--- src/iee_pkg.sv ---
// shared types and constants for the infix expression evaluator
`default_nettype none
package iee_pkg;
  localparam int StackDepth = 64;
  localparam int PtrW = $clog2(StackDepth);
  localparam int CntW = $clog2(StackDepth + 1);
  localparam int ValW = 32;

  typedef enum logic [2:0] {
    OP_ADD = 3'd0, OP_SUB = 3'd1, OP_MUL = 3'd2, OP_DIV = 3'd3, OP_MOD = 3'd4
  } op_t;

  typedef enum logic [1:0] {
    ERR_NONE = 2'd0, ERR_DIV0 = 2'd1, ERR_OVF = 2'd2, ERR_MISSING = 2'd3
  } err_t;

  typedef enum logic [1:0] {
    PH_EXPECT = 2'd0, PH_NUMBER = 2'd1, PH_AFTER = 2'd2
  } phase_t;

  typedef enum logic [3:0] {
    S_IDLE, S_PUSHNUM, S_RLOOK, S_RPOPB, S_RPOPA, S_RCALC, S_RDIV,
    S_RPUSH, S_PUSHOP, S_ENDCHK, S_FINAL, S_OUT
  } state_t;
endpackage
`default_nettype wire

--- src/infix_expression_evaluator_core.sv ---
// infix expression evaluator top level: scanner, two stacks and a shared alu
// sequencing: a plain character is taken while idle; an operator or the final
// character also pushes the pending number and runs each reduction through the
// stack ports, with a divide or modulo using the shared one-bit-per-cycle divider.
// throughput: one character at a time, not ready until the previous is done.
// reset: synchronous active-low rst_n clears state, counts, accumulator, phase and error latch.
`default_nettype none
module infix_expression_evaluator_core import iee_pkg::*; (
  input  wire logic        clk,
  input  wire logic        rst_n,
  input  wire logic        in_valid,
  output logic             in_stall,
  input  wire logic [7:0]  in_char_code,
  input  wire logic        in_end_of_expr,
  output logic             out_valid,
  input  wire logic        out_stall,
  output logic signed [31:0] out_value,
  output logic [1:0]       out_error_code
);
  logic [ValW-1:0] opnd_mem [StackDepth];
  logic [2:0]      oper_mem [StackDepth];

  state_t state_r, state_nxt;
  phase_t phase_r, phase_nxt;
  err_t   err_r, err_nxt;
  logic [CntW-1:0] ocnt_r, ocnt_nxt, pcnt_r, pcnt_nxt;
  logic [ValW-1:0] acc_r, acc_nxt, a_r, a_nxt, b_r, b_nxt, res_r, res_nxt;
  logic [2:0] op_r, op_nxt, newop_r, newop_nxt;
  logic end_r, end_nxt, isend_r, isend_nxt;
  logic [ValW-1:0] rd_opnd_r;
  logic [2:0] rd_oper_r;
  // divider
  logic [ValW-1:0] quo_r, quo_nxt, rem_r, rem_nxt, dvs_r, dvs_nxt;
  logic [5:0] dcnt_r, dcnt_nxt;
  logic [ValW-1:0] outv_r, outv_nxt;
  logic [1:0] oute_r, oute_nxt;

  logic opnd_we, oper_we;
  logic [PtrW-1:0] opnd_wa, oper_wa, opnd_ra, oper_ra;
  logic [ValW-1:0] opnd_wd;
  logic [2:0] oper_wd;

  logic in_acc;
  logic [7:0] ch;
  logic is_dig, is_op;
  logic [2:0] opc;
  logic [ValW-1:0] dig, mb, rtry;
  logic [ValW:0] rsh;

  assign in_acc = in_valid && !in_stall;
  assign ch = in_char_code;
  assign is_dig = ch >= 8'h30 && ch <= 8'h39;
  assign dig = ValW'(ch - 8'h30);
  assign mb = b_r[ValW-1] ? -b_r : b_r;
  assign rsh = {rem_r, quo_r[ValW-1]};
  assign rtry = rsh[ValW-1:0] - dvs_r;

  always_comb begin
    is_op = 1'b1;
    opc = OP_ADD;
    case (ch)
      8'h2b: opc = OP_ADD;
      8'h2d: opc = OP_SUB;
      8'h2a: opc = OP_MUL;
      8'h2f: opc = OP_DIV;
      8'h25: opc = OP_MOD;
      default: is_op = 1'b0;
    endcase
  end

  always_ff @(posedge clk) begin
    if (opnd_we) opnd_mem[opnd_wa] <= opnd_wd;
    if (oper_we) oper_mem[oper_wa] <= oper_wd;
    rd_opnd_r <= opnd_mem[opnd_ra];
    rd_oper_r <= oper_mem[oper_ra];
  end

  always_ff @(posedge clk) begin
    if (!rst_n) begin
      state_r <= S_IDLE;
      phase_r <= PH_EXPECT;
      err_r <= ERR_NONE;
      ocnt_r <= '0;
      pcnt_r <= '0;
      acc_r <= '0;
    end else begin
      state_r <= state_nxt;
      phase_r <= phase_nxt;
      err_r <= err_nxt;
      ocnt_r <= ocnt_nxt;
      pcnt_r <= pcnt_nxt;
      acc_r <= acc_nxt;
    end
    a_r <= a_nxt; b_r <= b_nxt; res_r <= res_nxt; op_r <= op_nxt;
    newop_r <= newop_nxt; end_r <= end_nxt; isend_r <= isend_nxt;
    quo_r <= quo_nxt; rem_r <= rem_nxt; dvs_r <= dvs_nxt; dcnt_r <= dcnt_nxt;
    outv_r <= outv_nxt; oute_r <= oute_nxt;
  end

  always_comb begin
    state_nxt = state_r; phase_nxt = phase_r; err_nxt = err_r;
    ocnt_nxt = ocnt_r; pcnt_nxt = pcnt_r; acc_nxt = acc_r;
    a_nxt = a_r; b_nxt = b_r; res_nxt = res_r; op_nxt = op_r;
    newop_nxt = newop_r; end_nxt = end_r; isend_nxt = isend_r;
    quo_nxt = quo_r; rem_nxt = rem_r; dvs_nxt = dvs_r; dcnt_nxt = dcnt_r;
    outv_nxt = outv_r; oute_nxt = oute_r;
    opnd_we = 1'b0; oper_we = 1'b0;
    opnd_wa = ocnt_r[PtrW-1:0]; oper_wa = pcnt_r[PtrW-1:0];
    opnd_wd = acc_r; oper_wd = newop_r;
    opnd_ra = ocnt_r[PtrW-1:0] - 1'b1;
    oper_ra = pcnt_r[PtrW-1:0] - 1'b1;
    in_stall = 1'b1;
    out_valid = 1'b0;
    case (state_r)
      S_IDLE: begin
        in_stall = 1'b0;
        if (in_acc) begin
          end_nxt = in_end_of_expr;
          isend_nxt = 1'b0;
          newop_nxt = opc;
          state_nxt = in_end_of_expr ? S_ENDCHK : S_IDLE;
          if (err_r == ERR_NONE) begin
            case (phase_r)
              PH_EXPECT: if (is_dig) begin
                acc_nxt = dig;
                phase_nxt = PH_NUMBER;
              end
              PH_NUMBER: begin
                if (is_dig) acc_nxt = (acc_r << 3) + (acc_r << 1) + dig;
                else begin
                  phase_nxt = is_op ? PH_EXPECT : PH_AFTER;
                  isend_nxt = is_op;
                  state_nxt = S_PUSHNUM;
                end
              end
              default: if (is_op) begin
                phase_nxt = PH_EXPECT;
                isend_nxt = 1'b1;
                state_nxt = S_RLOOK;
              end
            endcase
          end
        end
      end
      S_PUSHNUM: begin
        // isend_r here flags an operator to handle afterward
        if (ocnt_r == CntW'(StackDepth)) err_nxt = ERR_OVF;
        else begin
          opnd_we = 1'b1;
          ocnt_nxt = ocnt_r + 1'b1;
        end
        acc_nxt = '0;
        if (ocnt_r == CntW'(StackDepth)) state_nxt = end_r ? S_ENDCHK : S_IDLE;
        else if (isend_r) state_nxt = S_RLOOK;
        else state_nxt = end_r ? S_ENDCHK : S_IDLE;
      end
      S_RLOOK: begin
        // operator read address settles; data arrives next cycle
        state_nxt = S_RPOPB;
        opnd_ra = ocnt_r[PtrW-1:0] - 1'b1;
      end
      S_RPOPB: begin
        // isend_r set: reduce on operator; end_r and !isend_r: drain at end
        if (err_r != ERR_NONE) state_nxt = end_r ? S_FINAL : S_IDLE;
        else if (pcnt_r == '0 ||
                 (isend_r && newop_r >= OP_MUL && rd_oper_r < OP_MUL)) begin
          state_nxt = isend_r ? S_PUSHOP : S_FINAL;
        end else if (ocnt_r < CntW'(2)) begin
          err_nxt = ERR_MISSING;
          state_nxt = end_r ? S_FINAL : S_IDLE;
        end else begin
          op_nxt = rd_oper_r;
          b_nxt = rd_opnd_r;
          opnd_ra = ocnt_r[PtrW-1:0] - 2'd2;
          state_nxt = S_RPOPA;
        end
      end
      S_RPOPA: begin
        opnd_ra = ocnt_r[PtrW-1:0] - 2'd2;
        state_nxt = S_RCALC;
      end
      S_RCALC: begin
        a_nxt = rd_opnd_r;
        ocnt_nxt = ocnt_r - 2'd2;
        pcnt_nxt = pcnt_r - 1'b1;
        state_nxt = S_RPUSH;
        case (op_r)
          OP_ADD: res_nxt = rd_opnd_r + b_r;
          OP_SUB: res_nxt = rd_opnd_r - b_r;
          OP_MUL: res_nxt = rd_opnd_r * b_r;
          default: begin
            if (b_r == '0) begin
              err_nxt = ERR_DIV0;
              state_nxt = end_r ? S_FINAL : S_IDLE;
            end else state_nxt = S_RDIV;
            dcnt_nxt = '0;
            quo_nxt = rd_opnd_r[ValW-1] ? -rd_opnd_r : rd_opnd_r;
            rem_nxt = '0;
            dvs_nxt = mb;
          end
        endcase
      end
      S_RDIV: begin
        // restoring divide, one quotient bit a cycle
        if (rsh[ValW] || rsh[ValW-1:0] >= dvs_r) begin
          rem_nxt = rtry;
          quo_nxt = {quo_r[ValW-2:0], 1'b1};
        end else begin
          rem_nxt = rsh[ValW-1:0];
          quo_nxt = {quo_r[ValW-2:0], 1'b0};
        end
        dcnt_nxt = dcnt_r + 1'b1;
        if (dcnt_r == 6'(ValW - 1)) begin
          state_nxt = S_RPUSH;
          if (op_r == OP_DIV)
            res_nxt = (a_r[ValW-1] ^ b_r[ValW-1]) ? -quo_nxt : quo_nxt;
          else res_nxt = a_r[ValW-1] ? -rem_nxt : rem_nxt;
        end
      end
      S_RPUSH: begin
        opnd_we = 1'b1;
        opnd_wd = res_r;
        ocnt_nxt = ocnt_r + 1'b1;
        state_nxt = S_RLOOK;
      end
      S_PUSHOP: begin
        if (pcnt_r == CntW'(StackDepth)) err_nxt = ERR_OVF;
        else begin
          oper_we = 1'b1;
          pcnt_nxt = pcnt_r + 1'b1;
        end
        state_nxt = end_r ? S_ENDCHK : S_IDLE;
      end
      S_ENDCHK: begin
        isend_nxt = 1'b0;
        if (err_r != ERR_NONE) state_nxt = S_FINAL;
        else if (phase_r == PH_NUMBER) begin
          phase_nxt = PH_AFTER;
          state_nxt = S_PUSHNUM;
        end else if (phase_r == PH_EXPECT) begin
          err_nxt = ERR_MISSING;
          state_nxt = S_FINAL;
        end else state_nxt = S_RLOOK;
      end
      S_FINAL: begin
        if (err_r == ERR_NONE && ocnt_r == '0) begin
          outv_nxt = '0;
          oute_nxt = ERR_MISSING;
        end else begin
          outv_nxt = (err_r == ERR_NONE) ? rd_opnd_r : '0;
          oute_nxt = err_r;
        end
        ocnt_nxt = '0; pcnt_nxt = '0; acc_nxt = '0;
        phase_nxt = PH_EXPECT; err_nxt = ERR_NONE;
        state_nxt = S_OUT;
      end
      S_OUT: begin
        out_valid = 1'b1;
        if (!out_stall) state_nxt = S_IDLE;
      end
      default: state_nxt = S_IDLE;
    endcase
  end

  assign out_value = outv_r;
  assign out_error_code = oute_r;

`ifndef SYNTHESIS
  a_cnt_range: assert property (@(posedge clk) disable iff (!rst_n)
    ocnt_r <= CntW'(StackDepth) && pcnt_r <= CntW'(StackDepth))
    else $error("stack count out of range");
  a_out_err_val: assert property (@(posedge clk) disable iff (!rst_n)
    out_valid && out_error_code != ERR_NONE |-> out_value == '0)
    else $error("nonzero value with error");
  a_busy: assert property (@(posedge clk) disable iff (!rst_n)
    out_valid |-> in_stall)
    else $error("input taken while result pending");
`endif
endmodule
`default_nettype wire

--- config.mk ---
export PLATFORM = sky130hd
export DESIGN_NAME = infix_expression_evaluator_core
export DESIGN_NICKNAME = d
export VERILOG_FILES = /design/src/iee_pkg.sv /design/src/infix_expression_evaluator_core.sv
export SDC_FILE = /design/constraint.sdc
export NUM_CORES = 2
export LEC_CHECK = 0
export ABC_AREA = 1
export BUFFER_PORTS_ARGS = -buffer_cell sky130_fd_sc_hd__clkbuf_2
export CAP_MARGIN = 20
export CORE_AREA = 3 3 539 541
export DETAILED_ROUTE_END_ITERATION = 8
export DIE_AREA = 0 0 542 544
export GPL_ROUTABILITY_DRIVEN = 1
export SETUP_SLACK_MARGIN = 0.02
export SLEW_MARGIN = 25
export SYNTH_ARGS = -nofsm -noshare
export SYNTH_HDL_FRONTEND = slang
export SYNTH_SLANG_ARGS = --single-unit
--- constraint.sdc ---
create_clock -name clk -period 9.65 [get_ports clk]
set_input_delay 0.4825 -clock clk [delete_from_list [all_inputs] [get_ports clk]]
set_output_delay 0.4825 -clock clk [all_outputs]
set_load 0.05 [all_outputs]
==> qor.csv <==
metric,value,unit
start_util,0.451,
postSynthAreaPerCell,11.1,um^2
hold_violations,0,
worst_pin_slew,1.21,ns
clock_path_buffers,4,
path_class,flip-flop to flip-flop,
dp_hpwl,238000,um
fin_hold_ws,0.0760,ns
ios,49,
synth-seq-area-share,0.585,
required,10.29,ns
synth_cell_type_count,67,
netlist.area_leader.share,0.571,
synth_seq_cells,2538,
dieWidth,542,um
syn_area,0.129,mm^2
ff2ff_setup_slack,1.83,ns
syn-num-nets,12300,
viasPerCell,5.82,
fp-row-count,196,
crit_fanout,23,
overflow,0,
grt_max_degree,212,
r2r_cells,23,
grt_first_pass_wirelength,582000,um
fin_crit_sh,0.811,
grt_pass1_vias,87200,
timing.final.crit_period,7.82,ns
hold_path.class,primary input to flip-flop,
vias,90100,
clkTransAtPathRegs,0.06,ns
synthArstFlopShare,0,
first_iter_violations,10500,
netlist_instances,11600,
coreArea,0.285,mm^2
dieArea,0.295,mm^2
clock_skew,0.0527,ns
grt.total_usage,0.264,
io_buffers,48,
gp_congestion,0.942,
fin_setup_tns,0,ns
synth-edff-count,2449,
cp.arrival,8.46,ns
cts_tree,done,
routed_wl,397000,um
synth_flop_cell,edfxtp_1,
dieHeight,544,um
final_antenna_net_count,0,
synth_area_leaders,"edfxtp_1 57%, fa_1 6.8%, o211ai_1 5.9%",
drt-pass1-iter-count,8,
hold_path_depth,4,
yosysTopAreaCell,edfxtp_1,
wire_per_inst,25.6,um
numCtsBuffers,280,
start_kind,flip-flop,
cts-root-buf,clkbuf_16,
drive_above_1_share,0.112,
slew_viol_final,0,
syn_to_final_growth,10.6,%
cp-end-kind,flip-flop,
htree_levels,5,
outcome,finished clean,
drc,0,
setup_violations,0,
nets,12200,
yosysWarnings,0,
antenna_found_initial,13,
clock_latency,0.91,ns
clock_sink_count,2538,
max_freq,128,MHz
max-slew-margin-rel,0.193,
cap_violations,0,
n_fill_cell,25200,
rsz0062_at_grt,false,
cts.repair.resized,0,
[flip-flops by register name (all words and copies together) (netlist names), 32 cells and up]
register,flops
acc_r,32
quo_r,32
rem_r,32
dvs_r,32
out_value,32
oper_mem,192
rd_opnd_r,32
res_r,32
b_r,32
opnd_mem,2048
[per-stage QoR]
stage / setup slack, ns / area [um^2] / utilization / std cells
6_report: 1.83 / 142000 / 0.499 / 15500
5_1_grt: 1.44 / 142000 / 0.499 / 15500
4_1_cts: 1.80 / 142000 / 0.498 / 15500
3_5_place_dp: 1.80 / 133000 / 0.467 / 15000
3_3_place_gp: 1.83 / 133000 / 0.467 / 15000
2_1_floorplan: 2.55 / 129000 / - / 11600
[cells by family after synthesis]
logic type,after synthesis,share of synthesized area
AOI/OAI and AO/OA,2633,0.127
xor gates and xnor gates,153,0.0104
adders and majority gates,680,0.0918
buffers and inverters,1889,0.0575
DFF,2538,0.585
muxes,24,0.00187
and+or+nand+nor,3724,0.127
[Yosys cell counts, types with 9 or more instances]
cell      count
or2_0        16
a31oi_1      20
nor2_1     1137
o21a_1        9
nand3b_1     19
fa_1        440
o211ai_1   1018
nand4_1      44
buf_2       155
or2_1        25
a211oi_1     17
mux2i_1      24
buf_1        58
buf_4        14
or2_2       446
a21oi_1     295
o221ai_1     28
ha_1        240
xor2_1       95
inv_1      1158
clkbuf_1    470
nor4_1       22
nor2_2       17
o22ai_1      43
o32ai_1      25
inv_2        19
dfxtp_1      89
xnor2_1      58
nand3_1     404
o21bai_1     11
o21ai_0     906
a32oi_1      10
nand2_1    1481
o21ai_1     203
edfxtp_1   2449
nor3_1       56
nand2_2      25
[worst max-delay path, stage by stage, from the launching register on]
cell and delay [ns]:
edfxtp_1 0.95, buf_4 0.35, nand2_1 0.07, inv_1 0.09
fa_1 0.42, inv_1 0.08, fa_1 0.42, fa_1 0.52
fa_1 0.56, inv_1 0.06, fa_1 0.48, fa_1 0.62
fa_1 0.45, fa_1 0.45, ha_1 0.39, nand2_1 0.14
nor4_1 0.45, nand3_1 0.17, nand3_1 0.18, a31o_2 0.19
a21oi_1 0.07, xor2_1 0.15, a211oi_1 0.22, a21oi_1 0.07
[final timing paths]
check | startpoint | to
setup / recovery | b_r[3] | res_r[28]
hold / removal | in_char_code[4] | acc_r[4]
setup reg to reg | b_r[3] | res_r[28]
hold reg to reg | rd_oper_r[0] | op_r[0]
[final cells by class]
class | instances | area, um^2 | area share
flip-flops and latches | 2538 | 75300 | 0.529
multi-input cells | 7214 | 46800 | 0.329
clock buffers | 347 | 7360 | 0.0517
well taps | 3762 | 4710 | 0.0331
inverters | 1183 | 4490 | 0.0315
repair buffers | 282 | 2200 | 0.0155
clock inverters | 151 | 1460 | 0.0103
diodes | 6 | 15.0 | 0.000105
[per-layer routing]
| metal | vias up | track usage | wire length [um] |
|---|---|---|---|
| met1 | 45200 | 0.375 | 169000 |
| met4 | 6 | 0.0895 | 14400 |
| li1 | 40500 | - | - |
| met2 | 3785 | 0.412 | 180000 |
| met5 | - | 0 | 35 |
| met3 | 606 | 0.0456 | 33600 |
[layout by cell type, fill, tap and decap left out, types with 283 or more instances in the layout]
| cell type | n |
|---|---|
| a21oi_1 | 295 |
| clkbuf_16 | 283 |
| edfxtp_1 | 2449 |
| fa_1 | 440 |
| inv_1 | 1156 |
| nand2_1 | 1455 |
| nand3_1 | 404 |
| nor2_1 | 1068 |
| o211ai_1 | 1018 |
| o21ai_0 | 897 |
| or2_2 | 446 |
[timing repair]
action,in CTS,in global routing
hold buffers,5,0
buffers inserted,0,0
hold endpoints to repair,10,0
Power is not shown: default switching activity piles up to over one toggle a cycle in this logic, so the estimate is an artifact.
